[config.mk]
export PLATFORM = sky130hd
export DESIGN_NAME = stepper_step_generator_with_ramp_core
export DESIGN_NICKNAME = d
export VERILOG_FILES = /design/src/sv/ssgr_pkg.sv /design/src/sv/ssgr_front.sv /design/src/sv/ssgr_fifo.sv /design/src/sv/ssgr_mod.sv /design/src/sv/ssgr_back.sv /design/src/sv/stepper_step_generator_with_ramp_core.sv
export SDC_FILE = /design/constraint.sdc
export NUM_CORES = 1
export LEC_CHECK = 0
export BUFFER_PORTS_ARGS = -buffer_cell sky130_fd_sc_hd__buf_2
export CORE_MARGIN = 10
export CORE_UTILIZATION = 58
export DETAILED_ROUTE_END_ITERATION = 16
export PLACE_DENSITY = 0.76
export SLEW_MARGIN = 15
export SYNTH_ARGS = -nofsm -noshare
export SYNTH_HDL_FRONTEND = slang
export SYNTH_SLANG_ARGS = --single-unit
[constraint.sdc]
create_clock -name clk -period 11.5 [get_ports clk]
set_input_delay 0.575 -clock clk [delete_from_list [all_inputs] [get_ports clk]]
set_output_delay 0.575 -clock clk [all_outputs]
set_load 0.01 [all_outputs]
[src/sv/ssgr_pkg.sv]
// ----------------------------------------------------------------------------
// ssgr_pkg
// types, codes and constants shared by the step generator modules
// ----------------------------------------------------------------------------
package ssgr_pkg;

	// full-scale speed and phase accumulator modulus
	localparam int SPEED_FULL = 127;

	// default depth of the command queue between front and back
	localparam int QUEUE_DEPTH_DEF = 4;

	// request codes on the input channel
	localparam logic [1:0] REQ_TICK  = 2'd0;
	localparam logic [1:0] REQ_MOVE  = 2'd1;
	localparam logic [1:0] REQ_SPEED = 2'd2;

	// classified command codes carried through the queue
	localparam logic [1:0] CMD_TICK  = 2'd0;
	localparam logic [1:0] CMD_MOVE  = 2'd1;
	localparam logic [1:0] CMD_SPEED = 2'd2;
	localparam logic [1:0] CMD_NOP   = 2'd3;

	// step pulse codes
	localparam logic [1:0] PULSE_NONE = 2'd0;
	localparam logic [1:0] PULSE_FWD  = 2'd1;
	localparam logic [1:0] PULSE_REV  = 2'd2;

	// configuration register indexes
	localparam int CFG_IDX_W = 3;
	localparam logic [CFG_IDX_W-1:0] CFG_ACCEL_STEP    = 3'd0;
	localparam logic [CFG_IDX_W-1:0] CFG_ACCEL_EVERY   = 3'd1;
	localparam logic [CFG_IDX_W-1:0] CFG_STEPS_PER_REV = 3'd2;
	localparam logic [CFG_IDX_W-1:0] CFG_INVERT_DIR    = 3'd3;
	localparam logic [CFG_IDX_W-1:0] CFG_MOTOR_CONN    = 3'd4;

	typedef struct packed {
		logic [1:0]         req_type;
		logic signed [15:0] move_steps;
		logic signed [7:0]  speed_request;
	} in_item_t;

	typedef struct packed {
		logic [1:0]         step_pulse;
		logic signed [7:0]  motor_speed;
		logic [15:0]        position;
		logic               move_done;
		logic signed [15:0] steps_left;
	} out_item_t;

	// command after classification, speed already saturated
	typedef struct packed {
		logic [1:0]         kind;
		logic signed [15:0] move_steps;
		logic signed [7:0]  speed;
	} cmd_t;

	typedef struct packed {
		logic [6:0]  accel_step;
		logic [15:0] accel_every;
		logic [15:0] steps_per_rev;
		logic        invert_direction;
		logic        motor_connected;
	} cfg_t;

	typedef struct packed {
		logic        start;
		logic [15:0] dividend;
		logic [15:0] divisor;
	} mod_req_t;

	typedef struct packed {
		logic done;
		logic is_zero;
	} mod_rsp_t;

endpackage

[src/sv/ssgr_front.sv]
// ----------------------------------------------------------------------------
// ssgr_front
// accepts input transactions, classifies them and pushes commands to the queue
// ----------------------------------------------------------------------------
module ssgr_front (
	input  logic             in_valid,
	output logic             in_stall,
	input  ssgr_pkg::in_item_t in_data,
	input  logic             q_full,
	output logic             q_push,
	output ssgr_pkg::cmd_t   q_cmd
);
	import ssgr_pkg::*;

	localparam logic signed [7:0] SPD_MAX = 8'(SPEED_FULL);

	assign in_stall = q_full;
	assign q_push   = in_valid && !q_full;

	always_comb begin
		q_cmd.move_steps = in_data.move_steps;
		// saturate the requested speed to full scale
		if (in_data.speed_request > SPD_MAX) begin
			q_cmd.speed = SPD_MAX;
		end else if (in_data.speed_request < -SPD_MAX) begin
			q_cmd.speed = -SPD_MAX;
		end else begin
			q_cmd.speed = in_data.speed_request;
		end
		case (in_data.req_type)
			REQ_TICK: begin
				q_cmd.kind = CMD_TICK;
			end
			REQ_MOVE: begin
				// a zero-length move changes nothing
				q_cmd.kind = (in_data.move_steps == 16'sd0) ? CMD_NOP : CMD_MOVE;
			end
			REQ_SPEED: begin
				q_cmd.kind = CMD_SPEED;
			end
			default: begin
				q_cmd.kind = CMD_NOP;
			end
		endcase
	end

endmodule

[src/sv/ssgr_fifo.sv]
// ----------------------------------------------------------------------------
// ssgr_fifo
// short command queue between front and back
// ----------------------------------------------------------------------------
module ssgr_fifo #(
	parameter int DEPTH = ssgr_pkg::QUEUE_DEPTH_DEF
) (
	input  logic           clk,
	input  logic           arst_n,
	input  logic           push,
	input  ssgr_pkg::cmd_t push_cmd,
	input  logic           pop,
	output ssgr_pkg::cmd_t head_cmd,
	output logic           full,
	output logic           empty
);
	import ssgr_pkg::*;

	localparam int PTR_W = (DEPTH > 1) ? $clog2(DEPTH) : 1;
	localparam int CNT_W = $clog2(DEPTH + 1);
	localparam logic [PTR_W-1:0] PTR_LAST = PTR_W'(DEPTH - 1);
	localparam logic [CNT_W-1:0] CNT_FULL = CNT_W'(DEPTH);

	cmd_t             slot_q [DEPTH];
	logic [PTR_W-1:0] wr_ptr_q;
	logic [PTR_W-1:0] rd_ptr_q;
	logic [CNT_W-1:0] count_q;

	assign full     = (count_q == CNT_FULL);
	assign empty    = (count_q == '0);
	assign head_cmd = slot_q[rd_ptr_q];

	always_ff @(posedge clk) begin
		if (push) begin
			slot_q[wr_ptr_q] <= push_cmd;
		end
	end

	always_ff @(posedge clk or negedge arst_n) begin
		if (!arst_n) begin
			wr_ptr_q <= '0;
			rd_ptr_q <= '0;
			count_q  <= '0;
		end else begin
			if (push) begin
				wr_ptr_q <= (wr_ptr_q == PTR_LAST) ? '0 : wr_ptr_q + 1'b1;
			end
			if (pop) begin
				rd_ptr_q <= (rd_ptr_q == PTR_LAST) ? '0 : rd_ptr_q + 1'b1;
			end
			if (push && !pop) begin
				count_q <= count_q + 1'b1;
			end else if (pop && !push) begin
				count_q <= count_q - 1'b1;
			end
		end
	end

endmodule

[src/sv/ssgr_mod.sv]
// ----------------------------------------------------------------------------
// ssgr_mod
// bit-serial remainder unit, one dividend bit per cycle
// ----------------------------------------------------------------------------
module ssgr_mod (
	input  logic               clk,
	input  logic               arst_n,
	input  ssgr_pkg::mod_req_t req,
	output ssgr_pkg::mod_rsp_t rsp
);
	import ssgr_pkg::*;

	logic        busy_q;
	logic        done_q;
	logic [3:0]  cnt_q;
	logic [15:0] num_q;
	logic [15:0] div_q;
	logic [15:0] rem_q;
	logic [16:0] trial;

	assign trial = {rem_q, num_q[15]};

	always_ff @(posedge clk or negedge arst_n) begin
		if (!arst_n) begin
			busy_q <= 1'b0;
			done_q <= 1'b0;
			cnt_q  <= '0;
		end else begin
			// one-cycle pulse after the last dividend bit
			done_q <= busy_q && !req.start && (cnt_q == 4'hf);
			if (req.start) begin
				busy_q <= 1'b1;
				cnt_q  <= '0;
			end else if (busy_q) begin
				cnt_q <= cnt_q + 1'b1;
				if (cnt_q == 4'hf) begin
					busy_q <= 1'b0;
				end
			end
		end
	end

	always_ff @(posedge clk) begin
		if (req.start) begin
			num_q <= req.dividend;
			div_q <= req.divisor;
			rem_q <= '0;
		end else if (busy_q) begin
			num_q <= {num_q[14:0], 1'b0};
			if (trial >= {1'b0, div_q}) begin
				rem_q <= 16'(trial - {1'b0, div_q});
			end else begin
				rem_q <= trial[15:0];
			end
		end
	end

	assign rsp.done    = done_q;
	assign rsp.is_zero = (rem_q == '0);

endmodule

[src/sv/ssgr_back.sv]
// ----------------------------------------------------------------------------
// ssgr_back
// executes queued commands: ramp, phase accumulation, stepping, result register
// ----------------------------------------------------------------------------
module ssgr_back (
	input  logic                clk,
	input  logic                arst_n,
	input  ssgr_pkg::cfg_t      cfg,
	input  logic                q_empty,
	input  ssgr_pkg::cmd_t      q_head,
	output logic                q_pop,
	output ssgr_pkg::mod_req_t  mod_req,
	input  ssgr_pkg::mod_rsp_t  mod_rsp,
	output logic                out_valid,
	input  logic                out_stall,
	output ssgr_pkg::out_item_t out_data
);
	import ssgr_pkg::*;

	localparam logic [2:0] ST_IDLE  = 3'd0;
	localparam logic [2:0] ST_MOD   = 3'd1;
	localparam logic [2:0] ST_GOAL  = 3'd2;
	localparam logic [2:0] ST_RAMP  = 3'd3;
	localparam logic [2:0] ST_STEP  = 3'd4;
	localparam logic [2:0] ST_APPLY = 3'd5;

	localparam logic signed [8:0]  FULL9  = 9'(SPEED_FULL);
	localparam logic signed [9:0]  FULL10 = 10'(SPEED_FULL);
	localparam logic signed [23:0] FULL24 = 24'(SPEED_FULL);
	localparam logic signed [7:0]  FULL8  = 8'(SPEED_FULL);

	logic [2:0]         state_q;
	cmd_t               cmd_q;
	logic signed [7:0]  speed_q;
	logic [6:0]         phase_q;
	logic [15:0]        pos_q;
	logic signed [15:0] rem_q;
	logic               cont_q;
	logic [15:0]        tick_q;
	logic signed [7:0]  target_q;
	logic signed [7:0]  goal_q;
	logic               out_valid_q;
	out_item_t          out_q;

	logic               ramp_en;
	logic               out_free;
	logic               finish;
	logic signed [23:0] prod;
	logic signed [7:0]  goal;
	logic signed [8:0]  dgap;
	logic signed [8:0]  amax9;
	logic signed [8:0]  diff;
	logic signed [9:0]  sum10;
	logic signed [7:0]  ramped;
	logic signed [8:0]  ph9;
	logic [15:0]        pos_up;
	logic [15:0]        pos_base;

	logic signed [7:0]  n_speed;
	logic [6:0]         n_phase;
	logic [15:0]        n_pos;
	logic signed [15:0] n_rem;
	logic               n_cont;
	logic signed [7:0]  n_target;
	logic [1:0]         n_pulse;
	logic               n_done;

	assign ramp_en  = (cfg.accel_every != '0) && (cfg.accel_step != '0);
	assign out_free = !out_valid_q || !out_stall;
	assign finish   = ((state_q == ST_STEP) || (state_q == ST_APPLY)) && out_free;
	assign q_pop    = (state_q == ST_IDLE) && !q_empty;

	assign mod_req.start    = q_pop && (q_head.kind == CMD_TICK) && ramp_en;
	assign mod_req.dividend = tick_q;
	assign mod_req.divisor  = cfg.accel_every;

	// ramp goal, the target speed in continuous mode or a braking profile in move mode
	assign prod = $signed({{8{rem_q[15]}}, rem_q}) * $signed({17'd0, cfg.accel_step});

	always_comb begin
		if (cont_q) begin
			goal = target_q;
		end else if ((rem_q > 16'sd0) && !speed_q[7]) begin
			goal = (prod > FULL24) ? FULL8 : prod[7:0];
		end else if ((rem_q < 16'sd0) && (speed_q[7] || (speed_q == 8'sd0))) begin
			goal = (prod < -FULL24) ? -FULL8 : prod[7:0];
		end else begin
			goal = 8'sd0;
		end
	end

	// step toward the goal by at most accel_step
	assign amax9 = $signed({2'b00, cfg.accel_step});
	assign dgap  = $signed({goal_q[7], goal_q}) - $signed({speed_q[7], speed_q});

	always_comb begin
		if (dgap > amax9) begin
			diff = amax9;
		end else if (dgap < -amax9) begin
			diff = -amax9;
		end else begin
			diff = dgap;
		end
		sum10 = $signed({{2{speed_q[7]}}, speed_q}) + $signed({diff[8], diff});
		if (sum10 > FULL10) begin
			ramped = FULL8;
		end else if (sum10 < -FULL10) begin
			ramped = -FULL8;
		end else begin
			ramped = sum10[7:0];
		end
	end

	// phase accumulation and position update
	assign ph9      = $signed({2'b00, phase_q}) + $signed({speed_q[7], speed_q});
	assign pos_up   = pos_q + 16'd1;
	assign pos_base = (pos_q == '0) ? cfg.steps_per_rev : pos_q;

	always_comb begin
		n_speed  = speed_q;
		n_phase  = phase_q;
		n_pos    = pos_q;
		n_rem    = rem_q;
		n_cont   = cont_q;
		n_target = target_q;
		n_pulse  = PULSE_NONE;
		n_done   = 1'b0;
		if (state_q == ST_APPLY) begin
			case (cmd_q.kind)
				CMD_MOVE: begin
					n_cont = 1'b0;
					n_rem  = cmd_q.move_steps;
				end
				CMD_SPEED: begin
					n_target = cmd_q.speed;
					n_cont   = 1'b1;
					n_rem    = 16'sd0;
				end
				default: begin
				end
			endcase
		end else if ((speed_q != 8'sd0) && cfg.motor_connected) begin
			if (ph9 < 9'sd0) begin
				n_phase = 7'(ph9 + FULL9);
				n_pulse = PULSE_REV;
				n_pos   = pos_base - 16'd1;
			end else if (ph9 >= FULL9) begin
				n_phase = 7'(ph9 - FULL9);
				n_pulse = PULSE_FWD;
				n_pos   = (pos_up >= cfg.steps_per_rev) ? pos_up - cfg.steps_per_rev : pos_up;
			end else begin
				n_phase = ph9[6:0];
			end
			if ((n_pulse != PULSE_NONE) && !cont_q) begin
				n_rem = (n_pulse == PULSE_FWD) ? rem_q - 16'sd1 : rem_q + 16'sd1;
				// move target reached: brake and return to continuous mode
				if (n_rem == 16'sd0) begin
					n_target = 8'sd0;
					n_speed  = 8'sd0;
					n_phase  = '0;
					n_cont   = 1'b1;
					n_done   = 1'b1;
				end
			end
		end
	end

	always_ff @(posedge clk or negedge arst_n) begin
		if (!arst_n) begin
			state_q     <= ST_IDLE;
			speed_q     <= '0;
			phase_q     <= '0;
			pos_q       <= '0;
			rem_q       <= '0;
			cont_q      <= 1'b1;
			tick_q      <= '0;
			target_q    <= '0;
			out_valid_q <= 1'b0;
		end else begin
			// a new result loads, or a stalled one is held
			out_valid_q <= finish || (out_valid_q && out_stall);
			case (state_q)
				ST_IDLE: begin
					if (q_pop) begin
						if (q_head.kind == CMD_TICK) begin
							tick_q  <= tick_q + 16'd1;
							state_q <= ramp_en ? ST_MOD : ST_STEP;
						end else begin
							state_q <= ST_APPLY;
						end
					end
				end
				ST_MOD: begin
					if (mod_rsp.done) begin
						state_q <= mod_rsp.is_zero ? ST_GOAL : ST_STEP;
					end
				end
				ST_GOAL: begin
					state_q <= ST_RAMP;
				end
				ST_RAMP: begin
					if (diff != 9'sd0) begin
						speed_q <= ramped;
						if (ramped == 8'sd0) begin
							phase_q <= '0;
						end
					end
					state_q <= ST_STEP;
				end
				ST_STEP, ST_APPLY: begin
					if (out_free) begin
						speed_q     <= n_speed;
						phase_q     <= n_phase;
						pos_q       <= n_pos;
						rem_q       <= n_rem;
						cont_q      <= n_cont;
						target_q    <= n_target;
						state_q     <= ST_IDLE;
					end
				end
				default: begin
					state_q <= ST_IDLE;
				end
			endcase
		end
	end

	always_ff @(posedge clk) begin
		if (q_pop) begin
			cmd_q <= q_head;
		end
		if (state_q == ST_GOAL) begin
			goal_q <= goal;
		end
		if (finish) begin
			out_q.step_pulse  <= n_pulse;
			out_q.motor_speed <= cfg.invert_direction ? -n_speed : n_speed;
			out_q.position    <= n_pos;
			out_q.move_done   <= n_done;
			out_q.steps_left  <= n_rem;
		end
	end

	assign out_valid = out_valid_q;
	assign out_data  = out_q;

endmodule

[src/sv/stepper_step_generator_with_ramp_core.sv]
// ----------------------------------------------------------------------------
// stepper_step_generator_with_ramp_core
// single-motor step pulse generator with acceleration ramp and move braking
// ----------------------------------------------------------------------------
// usage
//   in channel (in_valid/in_stall/in_data): timer ticks, relative moves and
//   continuous speed requests; a transaction is taken when in_valid is high
//   and in_stall is low. in_stall rises only while the command queue is full
//   out channel (out_valid/out_stall/out_data): exactly one result per input
//   transaction, in order, held in an output register while out_stall is high
//   cfg channel (cfg_valid/cfg_ready/cfg_index/cfg_data): register writes,
//   always ready, to be used only while the block is idle
// command flow
//   moves, speed requests, ignored codes and ticks with ramping off pass
//   through the queue, the apply or step state and the output register;
//   the back part takes a new command only once its last result is loaded
//   ticks with ramping on always wait for the bit-serial tick_counter modulo
//   accel_every unit, and a tick that lands on a ramp update then passes
//   through the goal and ramp states before the step state
// reset
//   arst_n clears queue, motor state and registers to their defaults; a
//   stalled receiver fills the output register, then the queue, then in_stall
// ----------------------------------------------------------------------------
module stepper_step_generator_with_ramp_core #(
	parameter int QUEUE_DEPTH = ssgr_pkg::QUEUE_DEPTH_DEF
) (
	input  logic                               clk,
	input  logic                               arst_n,
	input  logic                               in_valid,
	output logic                               in_stall,
	input  ssgr_pkg::in_item_t                 in_data,
	output logic                               out_valid,
	input  logic                               out_stall,
	output ssgr_pkg::out_item_t                out_data,
	input  logic                               cfg_valid,
	output logic                               cfg_ready,
	input  logic [ssgr_pkg::CFG_IDX_W-1:0]     cfg_index,
	input  logic [15:0]                        cfg_data
);
	import ssgr_pkg::*;

	// configuration registers
	cfg_t     cfg_q;

	// front to queue
	logic     q_push;
	cmd_t     q_push_cmd;
	logic     q_full;

	// queue to back
	logic     q_pop;
	logic     q_empty;
	cmd_t     q_head;

	// back to remainder unit
	mod_req_t mod_req;
	mod_rsp_t mod_rsp;

	// writes are taken at any time
	assign cfg_ready = 1'b1;

	always_ff @(posedge clk or negedge arst_n) begin
		if (!arst_n) begin
			cfg_q.accel_step       <= 7'd1;
			cfg_q.accel_every      <= 16'd1;
			cfg_q.steps_per_rev    <= 16'd200;
			cfg_q.invert_direction <= 1'b0;
			cfg_q.motor_connected  <= 1'b1;
		end else if (cfg_valid && cfg_ready) begin
			case (cfg_index)
				CFG_ACCEL_STEP:    cfg_q.accel_step       <= cfg_data[6:0];
				CFG_ACCEL_EVERY:   cfg_q.accel_every      <= cfg_data;
				CFG_STEPS_PER_REV: cfg_q.steps_per_rev    <= cfg_data;
				CFG_INVERT_DIR:    cfg_q.invert_direction <= cfg_data[0];
				CFG_MOTOR_CONN:    cfg_q.motor_connected  <= cfg_data[0];
				default: begin
					// writes beyond the register list are dropped
				end
			endcase
		end
	end

	// classify incoming transactions
	ssgr_front u_front (
		.in_valid (in_valid),
		.in_stall (in_stall),
		.in_data  (in_data),
		.q_full   (q_full),
		.q_push   (q_push),
		.q_cmd    (q_push_cmd)
	);

	// decoupling queue so the input side keeps flowing during long ticks
	ssgr_fifo #(
		.DEPTH (QUEUE_DEPTH)
	) u_fifo (
		.clk      (clk),
		.arst_n   (arst_n),
		.push     (q_push),
		.push_cmd (q_push_cmd),
		.pop      (q_pop),
		.head_cmd (q_head),
		.full     (q_full),
		.empty    (q_empty)
	);

	// tick_counter modulo accel_every for the ramp interval
	ssgr_mod u_mod (
		.clk    (clk),
		.arst_n (arst_n),
		.req    (mod_req),
		.rsp    (mod_rsp)
	);

	// motor state, ramp and stepping, output register
	ssgr_back u_back (
		.clk       (clk),
		.arst_n    (arst_n),
		.cfg       (cfg_q),
		.q_empty   (q_empty),
		.q_head    (q_head),
		.q_pop     (q_pop),
		.mod_req   (mod_req),
		.mod_rsp   (mod_rsp),
		.out_valid (out_valid),
		.out_stall (out_stall),
		.out_data  (out_data)
	);

endmodule
# Word level (Yosys, flattened, before mapping)
# Memory sizes are Yosys's and may differ from the RTL's.
# Cells that the tools add are included.
# word_totals
ff_bits	255
mem_bits_rw	104
input_bits	50
output_inout_bits	46
word_cells	239
memories	1
# memory_table
name	words	word_bits	rd	rd_ports_with_merged_regs	wr	line	rtl
u_fifo.slot_q	4	26	1	0	1	ssgr_fifo.sv:24	cmd_t slot_q [DEPTH];
# classes
n_addsub	19
mul	1
magnitude_cmp	14
n_eq_ne	27
muxes	78
bitwise_logic	2
reduce_logical	65
# ops
operator	n
16-bit 2-to-1 mux	13
8-bit 2-to-1 mux	21
16-bit zero test	4
7-bit 2-to-1 mux	9
16-bit by 1-bit adder with 16-bit output (second input constant)	2
16-bit case mux with 2 select lines	1
16-bit subtractor	2
24-bit by 8-bit > comparator with 1-bit output (second input constant)	1
24-bit by 8-bit less-than comparator with 1-bit output (second input constant)	1
16-bit by 8-bit multiplier with 24-bit output	1
3-bit 2-to-1 mux	8
9-bit 2-to-1 mux	2
6-bit AND reduction	3
17-bit by 16-bit greater-or-equal comparator with 1-bit output	1
16-bit by 2-bit adder with 16-bit output (second input constant)	1
16-bit greater-or-equal comparator	1
16-bit by 1-bit > comparator with 1-bit output (second input constant)	1
8-bit zero test	2
16-bit by 1-bit less-than comparator with 1-bit output (second input constant)	1
8-bit case mux with 2 select lines	1
16-bit nonzero test	1
16-bit by 1-bit subtractor with 16-bit output (second input constant)	1
16-bit by 2-bit subtractor with 16-bit output (second input constant)	1
1-bit logical AND	15
48 further kinds	112

# Longest topological paths before layout
# logic_depth
depth_word	15
depth_mapped	30
mapped_depth_nobuf	30

# Modules after synthesis
# Synthesis repeated with hierarchy kept, for this count alone.
# unflattened
hier_cells	2406
area_unflattened_um2	25161.6
# by_module_without_submodules
module	instances	cells_per_inst	area_per_inst_um2	seq_area_each_um2
ssgr_back	1	1804	16016.6	4215.3
ssgr_fifo	1	173	4216.5	3298.2
ssgr_mod	1	298	3026.7	1431.4
stepper_step_generator_with_ramp_core	1	93	1629.1	1033.5
ssgr_front	1	38	272.8	0.0

# Least setup slack after synthesis
# No wires, ideal clock.
# synth_path
path_type	register to register
from	register u_back.speed_q[0]
to	register u_back.out_q, in the netlist u_back.out_data[39] (data pin)
setup_time_ns	0.271
arrival_ns	5.956
required_ns	11.229
setup_slack_ns	5.273
stages_incl_launch_ff	28
n_path_buf	4
period_less_slack_ns	6.227
cell_sequence	dfrtp_1 > ha_1 > fa_1 > a211o_1 > and2_1 > o311ai_2 > nand4b_1 > a21o_1 > buf_2 > buf_1 > xnor2_1 > ha_1 > or3_1 > clkbuf_1 > or3_1 > a221oi_1 > a311oi_1 > or4_1 > nor3_2 > nand4_2 > buf_6 > and2_1 > inv_2 > ha_1 > nand2_1 > o31ai_1 > xnor2_1 > a21oi_1
# synth_via
elab_chain_cells	15
elab_cells_between_ends	20
cone_classes	add/sub: 2; order compare: 2; eq/ne: 1; mux: 10; reduce/logical: 5
# synth_lines
element	line	rtl
start: declaration	ssgr_back.sv:34	logic signed [7:0] speed_q;
start signal: assignment	ssgr_back.sv:203	speed_q <= ramped;
start signal: assignment	ssgr_back.sv:212	speed_q <= n_speed;
8-bit by 8-bit adder with 9-bit output	ssgr_back.sv:115	assign ph9 = $signed({2'b00, phase_q}) + $signed({speed_q[7], speed_q});
9-bit by 8-bit greater-or-equal comparator with 1-bit output	ssgr_back.sv:147	end else if (ph9 >= FULL9) begin
1-bit 2-to-1 mux	ssgr_back.sv:147	
2-bit 2-to-1 mux	ssgr_back.sv:143	if (ph9 < 9'sd0) begin
2-bit 2-to-1 mux	ssgr_back.sv:142	end else if ((speed_q != 8'sd0) && cfg.motor_connected) begin
2-bit 2-to-1 mux	ssgr_back.sv:128	if (state_q == ST_APPLY) begin
2-bit by 1-bit == test with 1-bit output	ssgr_back.sv:155	n_rem = (n_pulse == PULSE_FWD) ? rem_q - 16'sd1 : rem_q + 16'sd1;
16-bit 2-to-1 mux	ssgr_back.sv:155	
16-bit zero test	ssgr_back.sv:157	if (n_rem == 16'sd0) begin
8-bit 2-to-1 mux	ssgr_back.sv:157	
8-bit 2-to-1 mux	ssgr_back.sv:154	if ((n_pulse != PULSE_NONE) && !cont_q) begin
8-bit 2-to-1 mux	ssgr_back.sv:142	
8-bit 2-to-1 mux *	ssgr_back.sv:128	
named net u_back.n_speed[0]	ssgr_back.sv:59	logic signed [7:0] n_speed;
8-bit negation *	ssgr_back.sv:237	out_q.motor_speed <= cfg.invert_direction ? -n_speed : n_speed;
8-bit 2-to-1 mux *	ssgr_back.sv:237	
end: declaration	ssgr_back.sv:43	out_item_t out_q;
# Mark *: on every way through the listed nets, which the timed path passes. The rest lies on a longest branch. The select of a mux whose other input is x is not followed.
# A chain may end at the register's enable or synchronous reset.

# Worst setup path in the final report
# Same ends and word-level chain as after synthesis.

==> run_results.csv <==
group,metric,value,unit
routing,drc,0,
finish,final_nets,2765,
sta,final_hold_viol_count,0,
sta,period_share,65.23,%
critical_path,cp.required,11.77,ns
sta,post-route-min-period,7.502,ns
grt,antenna_found_initial,0,
logic_synthesis,synthesis.nets,2721,
flow_run,max_cap_violations,0,
sta,slew_headroom,31.24,%
routing,postRouteAntennaNets,0,
sta,fmax,133.3,MHz
routing,drt-total-wl,62040,microns
logic_synthesis,ys.warnings.count,0,
sta,worstMarginPinSlew,1.030,ns
die,design.core.area,41850,sq um
critical_path,rr_worst_depth,22,
sta,rsz0062_at_grt,"false",
grt,grt_pass1_vias,18540,
clock_tree,clock_latency,0.54,ns
die,fp.dieH,225.3,microns
critical_path,worstReg2RegStart,"u_back.speed_q[0]$_DFFE_PN0P_",
clock_tree,ctsResizeCount,0,
clock_tree,cts.clk_slew.worst_paths,0.06,ns
critical_path,crit_path_start,"u_back.speed_q[0]$_DFFE_PN0P_",
sta,finalClockSkew,0.01568,ns
logic_synthesis,netlist_area,24450,sq um
finish,final_common_cell,"nand2_1",
critical_path,crit_path_end_kind,"flip-flop",
critical_path,criticalPathCategory,"flip-flop to flip-flop",
min_path,holdCritPathClass,"input port to async pin",
critical_path,reg2reg_slack,4.00,ns
critical_path,rr_endpoint,"u_back.out_data[39]$_DFFE_PP_",
sta,worst_hold_slack,0.03004,ns
grt,grt_max_degree,69,
place,numPortBuffers,94,
finish,synthToLayoutAreaGrowth,9.026,%
finish,multi_input_area,13240,sq um
grt,grt_overflow,0,
die,die_w,225.3,microns
place,gp_congestion,0.9730,
run_status,status,"finished, final reports clean",
die,dieArea,50770,sq um
clock_tree,postCtsHoldBufs,0,
logic_synthesis,synthFlopType,"edfxtp_1",
logic_synthesis,synth.avg_cell_area,10.03,sq um
clock_tree,numCtsBuffers,39,
clock_tree,htreeDepth,2,
clock_tree,clock_sinks,359,
sta,report.final.slew_viol_count,0,
die,initial_core_util,58.43,%
finish,final_cell_mix,"nand2_1 (258), inv_1 (220), edfxtp_1 (213)",
critical_path,arrival,7.77,ns
finish,antenna_cells,0,
logic_synthesis,synth_edf_count,213,
critical_path,path_max_fanout,25,
routing,vias,18630,
clock_tree,cts_root_buffer,"clkbuf_16",
sta,setup_viol,0,
logic_synthesis,synth_cell_types,90,
finish,drive_gt1_share,11.18,%
grt,grt_pass1_wl,100500,microns
finish,n_fill_cell,3346,
routing,first_iter_violations,1623,
finish,seqCellArea,9980,sq um
place,dp.final_hpwl,46060,microns
logic_synthesis,synth-async-reset-ratio,36.21,%
critical_path,startpoint_type,"flip-flop",
clock_tree,clk_path_buf_depth,3,
grt,grtUsageTotal,24.55,%
routing,wl_per_cell,20.33,microns
die,fp-row-count,75,
clock_tree,post-cts-setup-buffers,0,
clock_tree,cts_tree,"done",
critical_path,cp-endpoint,"u_back.out_data[39]$_DFFE_PP_",
logic_synthesis,synth_seq_area_share,40.81,%
routing,viasPerCell,6.104,
routing,dr.pass1.iters,6,
logic_synthesis,ys_ff_latch,359,
die,io_pins,96,
logic_synthesis,syn_inst,2439,
sta,setup_tns,0,ns
[flip-flops by register name, summed over array words and instances (netlist names), 26 cells and up]
| signal | flops |
|---|---|
| u_fifo.slot_q | 104 |
| u_back.cmd_q | 26 |
| u_back.out_data | 43 |
| cfg_q | 41 |
[layer usage]
layer	GRT usage [%]	wire [microns]	vias up
li1	-	-	8700
met1	33.66	26980	9172
met2	40.18	29580	641
met3	3.396	3870	115
met4	6.688	1607	0
met5	0	0	-
[cells by family after synthesis]
kind of cell | share of synthesized area [%]
AOI/OAI and AO/OA | 12.66
xor gates and xnor gates | 4.513
adders and majority gates | 14.70
buffers and inverters | 5.255
DFF | 40.81
muxes | 5.685
other | 0.01534
and+or+nand+nor | 16.37
[critical path, stage by stage (launching register included)]
cell	delay [ns]
dfrtp_1	0.46
ha_1	0.25
fa_1	0.41
a211o_1	0.33
a21oi_1	0.19
o21a_1	0.72
a21o_1	0.71
xnor2_1	0.14
ha_1	0.28
or3_1	0.47
or3_1	0.38
a221oi_1	0.24
a311oi_1	0.10
or4_1	0.58
nor3_2	0.16
nand4_2	0.59
and2_1	0.44
inv_2	0.05
ha_1	0.15
nand2_1	0.07
o31ai_1	0.25
xnor2_1	0.16
a21oi_1	0.08
[Yosys cell counts, types with 32 or more instances]
master    instances  area share (%)
dfrtp_1         123              13
ha_1            140             7.2
a21oi_1         125             2.6
nand3_1          42            0.86
o21ai_0         113             2.3
a211oi_1         34             1.0
clkbuf_1        100             1.5
inv_1           220             3.4
xor2_1           40             1.4
edfxtp_1        213              26
mux2i_1          32             1.3
xnor2_1          86             3.1
and2_1           95             2.4
nor2_1          153             2.3
nand2_1         258             4.0
mux2_2           42             1.9
fa_1             92             7.5
nor3_1           56             1.1
[through the flow]
step / utilization [%] / std cells / area, sq um / setup WS, ns
after floorplan: - / 2439 / 24450 / 5.273
after global routing: 63.70 / 3052 / 26660 / 3.564
after CTS: 63.68 / 3052 / 26650 / 4.064
after detailed placement: 60.62 / 2981 / 25370 / 4.084
final: 63.70 / 3052 / 26660 / 3.998
after global placement: 60.62 / 2981 / 25370 / 4.183
[how the worst min path moves through the flow]
stage	startpoint	end	slack [ns]
after floorplan	arst_n	cfg_q[10]$_DFFE_PN0P_	0.28
after global routing	arst_n	u_back.speed_q[5]$_DFFE_PN0P_	0.07
after detailed placement	cfg_q[29]$_DFFE_PN0P_	u_mod.div_q[11]$_DFFE_PP_	0.46
after global placement	cfg_q[31]$_DFFE_PN0P_	u_mod.div_q[13]$_DFFE_PP_	0.45
after CTS	arst_n	u_back.speed_q[4]$_DFFE_PN0P_	0.05
final	arst_n	u_back.speed_q[4]$_DFFE_PN0P_	0.03
[area by class of cell]
type / instances / share of cell area [%]
Timing Repair Buffer: 117 / 2.436
Multi-Input combinational cell: 1744 / 49.67
Tap cell: 539 / 2.530
Inverter: 222 / 3.126
Clock buffer: 49 / 3.919
Clock inverter: 22 / 0.8917
Sequential cell: 359 / 37.43
Power is not shown: default switching activity piles up to over one toggle a cycle in this logic, so the estimate is an artifact.
